--- src/tvsq_pkg.sv ---
`timescale 1ns / 1ps

package tvsq_pkg;

    // field widths
    localparam int unsigned TICK_W   = 16;
    localparam int unsigned CMD_W    = 8;
    localparam int unsigned PITCH_W  = 7;
    localparam int unsigned OCTAVE_W = 4;
    localparam int unsigned COUNT_W  = 8;
    localparam int unsigned DELAY_W  = 3;
    localparam int unsigned PRE_W    = 5;

    // reset values
    localparam logic [TICK_W-1:0]  BEAT_MASK_RESET = 16'd4095;
    localparam logic [DELAY_W-1:0] DELAY_RESET     = 3'd1;

    // octave code: low bits all ones silence the voice
    localparam logic [2:0] OCT_SILENT  = 3'd7;
    // octave low two bits that drop the high bit of the reload value
    localparam logic [1:0] OCT_NO_HIGH = 2'd3;

    // command byte: top bit marks a pitch command
    localparam int unsigned CMD_PITCH_BIT = 7;

    // per-voice write request from the command decoder
    typedef struct packed {
        logic                pitch_we;
        logic                octave_we;
        logic [PITCH_W-1:0]  pitch;
        logic [OCTAVE_W-1:0] octave;
    } voice_wr_t;

    // per-item command status
    typedef struct packed {
        logic taken;
        logic starved;
    } cmd_status_t;

    // tick prescale mask per octave code
    function automatic logic [PRE_W-1:0] prescale_mask(input logic [2:0] code);
        logic [PRE_W-1:0] m;
        unique case (code)
            3'd0:    m = 5'd0;
            3'd1:    m = 5'd1;
            3'd2:    m = 5'd3;
            3'd3:    m = 5'd0;
            3'd4:    m = 5'd7;
            3'd5:    m = 5'd15;
            3'd6:    m = 5'd31;
            default: m = 5'd0;
        endcase
        return m;
    endfunction

endpackage

--- src/tvsq_voice.sv ---
`timescale 1ns / 1ps

module tvsq_voice (
    input  logic                   aclk,
    input  logic                   aresetn,
    input  logic                   step_en,
    input  logic [4:0]             tick_low,
    input  tvsq_pkg::voice_wr_t    wr,
    output logic                   level_next
);

    logic [tvsq_pkg::OCTAVE_W-1:0] octave_reg, octave_next;
    logic [tvsq_pkg::PITCH_W-1:0]  pitch_reg, pitch_next;
    logic [tvsq_pkg::COUNT_W-1:0]  counter_reg, counter_next;
    logic                          level_reg;

    logic                          run;
    logic [tvsq_pkg::COUNT_W-1:0]  cnt_dec;
    logic [tvsq_pkg::COUNT_W-1:0]  reload;

    // voice counts when it is not silent and its prescale bits of the tick are all zero
    assign run = (octave_reg[2:0] != tvsq_pkg::OCT_SILENT) &&
                 ((tick_low & tvsq_pkg::prescale_mask(octave_reg[2:0])) == 5'd0);
    assign cnt_dec = counter_reg - 8'd1;
    assign reload  = {1'b0, (octave_reg[1:0] != tvsq_pkg::OCT_NO_HIGH), pitch_reg[6:1]};

    // count first, then apply any command write of this item
    always_comb begin
        octave_next  = octave_reg;
        pitch_next   = pitch_reg;
        counter_next = counter_reg;
        level_next   = level_reg;
        if (run) begin
            if (cnt_dec == 8'd0) begin
                counter_next = reload;
                level_next   = ~level_reg;
            end else begin
                counter_next = cnt_dec;
            end
        end
        if (wr.pitch_we) begin
            pitch_next = wr.pitch;
        end
        if (wr.octave_we) begin
            octave_next = wr.octave;
            if (wr.octave[2:0] == tvsq_pkg::OCT_SILENT) begin
                level_next = 1'b0;
            end
        end
    end

    // voice state
    always_ff @(posedge aclk) begin
        if (!aresetn) begin
            octave_reg  <= '0;
            pitch_reg   <= '0;
            counter_reg <= '0;
            level_reg   <= 1'b0;
        end else if (step_en) begin
            octave_reg  <= octave_next;
            pitch_reg   <= pitch_next;
            counter_reg <= counter_next;
            level_reg   <= level_next;
        end
    end

endmodule

--- src/tvsq_cmd.sv ---
`timescale 1ns / 1ps

module tvsq_cmd (
    input  logic                          aclk,
    input  logic                          aresetn,
    input  logic                          step_en,
    input  logic [tvsq_pkg::TICK_W-1:0]   tick_count,
    input  logic [tvsq_pkg::TICK_W-1:0]   beat_mask,
    input  logic [tvsq_pkg::CMD_W-1:0]    cmd_byte,
    input  logic                          cmd_valid,
    output tvsq_pkg::voice_wr_t           wr0,
    output tvsq_pkg::voice_wr_t           wr1,
    output tvsq_pkg::cmd_status_t         status
);

    logic [tvsq_pkg::DELAY_W-1:0] note_delay_reg, note_delay_next;
    logic                         parity_reg, parity_next;

    logic [tvsq_pkg::DELAY_W-1:0] delay_mid;
    logic                         due;
    logic                         take;
    logic                         is_pitch;
    logic                         sel;

    // note delay counts down on beat ticks; a command is due at zero
    always_comb begin
        if (note_delay_reg == 3'd0) begin
            due       = 1'b1;
            delay_mid = 3'd0;
        end else if ((tick_count & beat_mask) == 16'd0) begin
            due       = (note_delay_reg == 3'd1);
            delay_mid = note_delay_reg - 3'd1;
        end else begin
            due       = 1'b0;
            delay_mid = note_delay_reg;
        end
    end

    assign take     = due && cmd_valid;
    assign is_pitch = cmd_byte[tvsq_pkg::CMD_PITCH_BIT];
    assign sel      = cmd_byte[6];

    assign status.taken   = take;
    assign status.starved = due && !cmd_valid;

    // decode into voice writes
    always_comb begin
        wr0.pitch     = cmd_byte[6:0];
        wr0.octave    = cmd_byte[5:2];
        wr1.pitch     = cmd_byte[6:0];
        wr1.octave    = cmd_byte[5:2];
        wr0.pitch_we  = take && is_pitch && !parity_reg;
        wr1.pitch_we  = take && is_pitch && parity_reg;
        wr0.octave_we = take && !is_pitch && !sel;
        wr1.octave_we = take && !is_pitch && sel;
    end

    // octave commands load the delay; voice 0 adds its octave top bit
    always_comb begin
        note_delay_next = delay_mid;
        if (take && !is_pitch) begin
            note_delay_next = {(!sel && cmd_byte[5]), cmd_byte[1:0]};
        end
        parity_next = parity_reg ^ take;
    end

    always_ff @(posedge aclk) begin
        if (!aresetn) begin
            note_delay_reg <= tvsq_pkg::DELAY_RESET;
            parity_reg     <= 1'b0;
        end else if (step_en) begin
            note_delay_reg <= note_delay_next;
            parity_reg     <= parity_next;
        end
    end

endmodule

--- src/two_voice_square_tone_sequencer.sv ---
`timescale 1ns / 1ps

// an item accepted on s_ passes the input register, then the result register, to m_
// throughput: one item per cycle unless m_tready stalls; the tick update sits
// between the input and result registers and state updates in that same cycle
// reset: synchronous active-low aresetn clears voices, tick count and parity,
// sets note delay to 1 and beat_mask to 4095; both pipeline stages empty
module two_voice_square_tone_sequencer (
    input  logic        aclk,
    input  logic        aresetn,
    input  logic        s_tvalid,
    output logic        s_tready,
    input  logic [7:0]  s_tdata,   // [7:0] cmd_byte
    input  logic        s_tuser,   // [0] cmd_valid
    output logic        m_tvalid,
    input  logic        m_tready,
    output logic [7:0]  m_tdata,   // [0] audio_bit, [1] cmd_taken, [2] cmd_starved, zeros
    input  logic        cfg_wen,
    input  logic [15:0] cfg_wdata  // beat_mask
);

    logic [tvsq_pkg::TICK_W-1:0] beat_mask_reg;
    logic [tvsq_pkg::TICK_W-1:0] tick_count_reg;

    logic                        in_valid_reg;
    logic [tvsq_pkg::CMD_W-1:0]  in_byte_reg;
    logic                        in_cmd_valid_reg;

    logic                        out_valid_reg;
    logic [2:0]                  out_data_reg;

    logic                        advance;
    logic                        step_en;
    logic                        level0, level1;
    logic                        audio;
    tvsq_pkg::voice_wr_t         wr0, wr1;
    tvsq_pkg::cmd_status_t       status;

    // handshake: the input stage moves when the result stage can take an item
    assign advance  = !out_valid_reg || m_tready;
    assign step_en  = in_valid_reg && advance;
    assign s_tready = !in_valid_reg || advance;

    // configuration register
    always_ff @(posedge aclk) begin
        if (!aresetn) begin
            beat_mask_reg <= tvsq_pkg::BEAT_MASK_RESET;
        end else if (cfg_wen) begin
            beat_mask_reg <= cfg_wdata;
        end
    end

    // input register
    always_ff @(posedge aclk) begin
        if (!aresetn) begin
            in_valid_reg <= 1'b0;
        end else if (s_tready) begin
            in_valid_reg <= s_tvalid;
        end
    end

    always_ff @(posedge aclk) begin
        if (s_tvalid && s_tready) begin
            in_byte_reg      <= s_tdata;
            in_cmd_valid_reg <= s_tuser;
        end
    end

    // tick counter
    always_ff @(posedge aclk) begin
        if (!aresetn) begin
            tick_count_reg <= '0;
        end else if (step_en) begin
            tick_count_reg <= tick_count_reg + 16'd1;
        end
    end

    tvsq_cmd u_cmd (
        .aclk       (aclk),
        .aresetn    (aresetn),
        .step_en    (step_en),
        .tick_count (tick_count_reg),
        .beat_mask  (beat_mask_reg),
        .cmd_byte   (in_byte_reg),
        .cmd_valid  (in_cmd_valid_reg),
        .wr0        (wr0),
        .wr1        (wr1),
        .status     (status)
    );

    tvsq_voice u_voice0 (
        .aclk       (aclk),
        .aresetn    (aresetn),
        .step_en    (step_en),
        .tick_low   (tick_count_reg[4:0]),
        .wr         (wr0),
        .level_next (level0)
    );

    tvsq_voice u_voice1 (
        .aclk       (aclk),
        .aresetn    (aresetn),
        .step_en    (step_en),
        .tick_low   (tick_count_reg[4:0]),
        .wr         (wr1),
        .level_next (level1)
    );

    // tick parity picks the voice heard
    assign audio = tick_count_reg[0] ? level1 : level0;

    // result register
    always_ff @(posedge aclk) begin
        if (!aresetn) begin
            out_valid_reg <= 1'b0;
        end else if (advance) begin
            out_valid_reg <= in_valid_reg;
        end
    end

    always_ff @(posedge aclk) begin
        if (step_en) begin
            out_data_reg <= {status.starved, status.taken, audio};
        end
    end

    assign m_tvalid = out_valid_reg;
    assign m_tdata  = {5'b00000, out_data_reg};

    // a command is never both taken and starved
    assert property (@(posedge aclk) disable iff (!aresetn)
        out_valid_reg |-> !(out_data_reg[1] && out_data_reg[2]))
        else $error("result marks a command both taken and starved");

    // a processed item always lands in the result register
    assert property (@(posedge aclk) disable iff (!aresetn)
        step_en |=> out_valid_reg)
        else $error("processed item lost before the result register");

    // the tick count advances by exactly one per processed item
    assert property (@(posedge aclk) disable iff (!aresetn)
        step_en |=> (tick_count_reg == $past(tick_count_reg) + 16'd1))
        else $error("tick count did not advance with a processed item");

    // a taken command implies the input flagged it as present
    assert property (@(posedge aclk) disable iff (!aresetn)
        (step_en && status.taken) |-> in_cmd_valid_reg)
        else $error("command taken without a valid command byte");

endmodule

--- config.mk ---
export PLATFORM = sky130hd
export DESIGN_NAME = two_voice_square_tone_sequencer
export DESIGN_NICKNAME = d
export VERILOG_FILES = /design/src/tvsq_pkg.sv /design/src/tvsq_voice.sv /design/src/tvsq_cmd.sv /design/src/two_voice_square_tone_sequencer.sv
export SDC_FILE = /design/constraint.sdc
export NUM_CORES = 1
export LEC_CHECK = 0
export BUFFER_PORTS_ARGS = -buffer_cell sky130_fd_sc_hd__clkbuf_2
export CAP_MARGIN = 20
export CORE_AREA = 3 3 83 93
export CTS_CLUSTER_DIAMETER = 80
export DETAILED_ROUTE_END_ITERATION = 10
export DIE_AREA = 0 0 86 96
export PLACE_DENSITY = 0.78
export SLEW_MARGIN = 5
export SYNTH_ARGS = -nofsm -noshare
export SYNTH_HDL_FRONTEND = slang
export SYNTH_SLANG_ARGS = --single-unit
--- constraint.sdc ---
create_clock -name aclk -period 3.2 [get_ports aclk]
set_clock_uncertainty 0.2 [all_clocks]
set_input_delay 0 -clock aclk [delete_from_list [all_inputs] [get_ports aclk]]
set_output_delay 0 -clock aclk [all_outputs]
set_load 0.02 [all_outputs]
==> flow_summary.toml <==
[power]
vdd_drop_max_mv = 0.368
p_per_area_nw_per_um2 = 474
p_total_w = 0.00229
leakage_nw = 1.83

[cts]
cts.clk_slew.worst_paths_ns = 0.09
clk_latency_ns = 0.35
cts_inserted_buffers = 9
cts.sinks = 86
cts_tree = "built"
htree_num_levels = 3
clock-root-buffer = "clkbuf_8"
cts_max_path_buffers = 2

[sta]
finalHoldViolations = 0
setup_viol = 0
setup_tns_ns = 0
period_minus_slack_ns = 2.53
tightest_slew_ns = 0.717
fmax_mhz = 395
max_slew_margin = 0.518
grt_setup_unrepaired = "false"
worst_slack_ns = 0.667
slew_violations = 0
min_period_over_period = 0.791

[layout]
final_common_cell = "dfxtp_1"
finalNonFillerCells = 609
area_growth_pct = 21.0
fin_nets = 556
final_cell_mix = "dfxtp_1 (74), nand2_1 (50), dlygate4sd3_1 (41)"
drive_above_1_share = 0.122
antenna_cells = 0

[die]
die_w_um = 86
io_pins = 40
dieHeight_um = 96
initial_core_util = 0.577
core_area_um2 = 6930
rows = 32
die_area_um2 = 8260

[critical_path]
cp.arrival_ns = 2.43
timing.critical_path.buf_inv = 1
cpMaxStageDelayCell = "or3b_1"
critPathLaunchType = "flop"
critPathMaxFanout = 5
required_ns = 3.10
crit_type = "reg2reg"
path_cells = "inv_1 > ha_1 > or3b_1 > o31a_1 > nor4_4 > nand2_1 > xor2_1 > o32ai_1"
worst_path_largest_cell_delay_ns = 0.39
setup.worst_path.end_class = "flop"
critical-path-top-delay-family = "simple AND/OR/NAND/NOR gates"

[synthesis]
async_reset_ff_frac = 0
synth_edf_count = 12
synth.ff_latch_count = 86
synthCells = 448
synthDistinctLibCells = 58
avgSynthCellArea_um2 = 8.92
yosysSeqAreaShare = 0.461
netlist_area_um2 = 4000
yosys_warnings = 0
synthFlopType = "dfxtp_1"

[routing]
route.detailed.drc = 0
met1_length_mm = 4.05
via_per_inst = 5.81
finalWirelength_mm = 9.53
top_layer = "met4"
wl_met2_mm = 4.86
drtIter0Drc = 239
wl_per_cell_um = 15.6
ant_nets = 0
vias = 3540
drt_first_pass_iters = 6
met3_wirelength_um = 329

[global_routing]
grt_remaining_overflow = 0
grt_pass1_wl_mm = 15.7
track_usage = 0.244
grt_max_degree = 39
grt_pass1_vias = 3408
antenna_found_initial = 0

[placement]
io_buffers = 34
place_worst_setup_slack_ns = 0.675
gp_congestion = 0.872
hpwl_mm = 6.29
dp.cells = 552

[worst_hold_path]
hp-class = "in2reg"

[status]
status = "finished clean"

[run]
maxCapViolCount = 0
-- layout make-up --
class / instances / area, µm²
Clock buffer: 10 / 128
Clock inverter: 6 / 68.8
Inverter: 13 / 48.8
Tap cell: 85 / 106
Timing Repair Buffer: 82 / 633
Fill cell: 545 / 2090
Sequential cell: 86 / 1840
Multi-Input combinational cell: 327 / 2010
-- through the flow --
stage	util	hold WS, ns	cell area (µm²)
6_report	0.698	0.0987	4840
5_1_grt	0.698	0.148	4840
4_1_cts	0.698	0.0705	4840
3_5_place_dp	0.611	-0.0210	4230
3_3_place_gp	0.611	-0.0229	4230
2_1_floorplan	-	-0.101	4010
-- what timing repair did --
item,in CTS,in global routing
endpoints found under the setup margin,0,0
hold buffers,41,0
endpoints found under the hold margin,40,0
gates resized for setup,0,0
setup buffers,0,0
-- per-layer routing --
| layer | vias to the layer above | global-route usage |
|---|---|---|
| met4 | 0 | 0.137 |
| met1 | 1686 | 0.283 |
| met2 | 96 | 0.426 |
| met5 | - | 0 |
| met3 | 24 | 0.0402 |
| li1 | 1734 | - |
-- cell usage after synthesis (4+ instances only) --
library cell / count / area, µm²
a21oi_1: 36 / 180
a221oi_1: 4 / 35.0
a22o_1: 4 / 35.0
and2_1: 4 / 25.0
buf_4: 5 / 37.5
clkbuf_1: 19 / 71.3
dfxtp_1: 74 / 1480
edfxtp_1: 12 / 360
ha_1: 7 / 87.6
inv_1: 11 / 41.3
mux2i_1: 26 / 260
nand2_1: 50 / 188
nand3_1: 28 / 140
nand4_1: 6 / 37.5
nor2_1: 35 / 131
nor2b_1: 5 / 31.3
nor3_1: 6 / 30.0
nor4_1: 5 / 31.3
o21ai_0: 33 / 165
xnor2_1: 11 / 96.3
xor2_1: 11 / 96.3
-- path summary, 6_finish.rpt --
check / from / end / slack, ns / cells past startpoint
max: u_voice0.counter_reg[0]$_SDFFE_PN0P_ / out_data_reg[0]$_DFFE_PP_ / 0.67 / 8
min: cfg_wen / beat_mask_reg[12]$_SDFFE_PN0P_ / 0.1 / 3
max reg2reg: u_voice0.counter_reg[0]$_SDFFE_PN0P_ / out_data_reg[0]$_DFFE_PP_ / 0.67 / 8
min reg2reg: u_voice0.pitch_reg[3]$_SDFFE_PN0P_ / u_voice0.counter_reg[2]$_SDFFE_PN0P_ / 0.27 / 2
-- cell families after synthesis --
| family | Yosys count | share of synthesized area |
|---|---|---|
| AO/OA/AOI/OAI | 104 | 0.159 |
| flip-flops | 86 | 0.461 |
| multiplexers | 26 | 0.0651 |
| other | 1 | 0.000939 |
| buffers and inverters | 39 | 0.0413 |
| adder cells (fa/ha/maj) | 7 | 0.0219 |
| XOR/XNOR | 22 | 0.0482 |
| AND/OR/NAND/NOR | 163 | 0.202 |
-- power by group --
group,internal [W],leakage (nW),switching (W)
logic,0.000145,1.01,0.000171
clock network,0.000369,0.0977,0.000411
registers,0.00115,0.720,0.0000523
total,0.00166,1.83,0.000634
-- worst reg2reg max path: cells and delay by family, from the launching register on --
kind / cells / cell delay [ns]
AOI/OAI and AO/OA: 2 / 0.40
adders and majority gates: 1 / 0.22
DFF: 1 / 0.35
buffers and inverters: 1 / 0.07
and+or+nand+nor: 3 / 0.90
xor gates and xnor gates: 1 / 0.16
(Power assumes the default switching activity.)
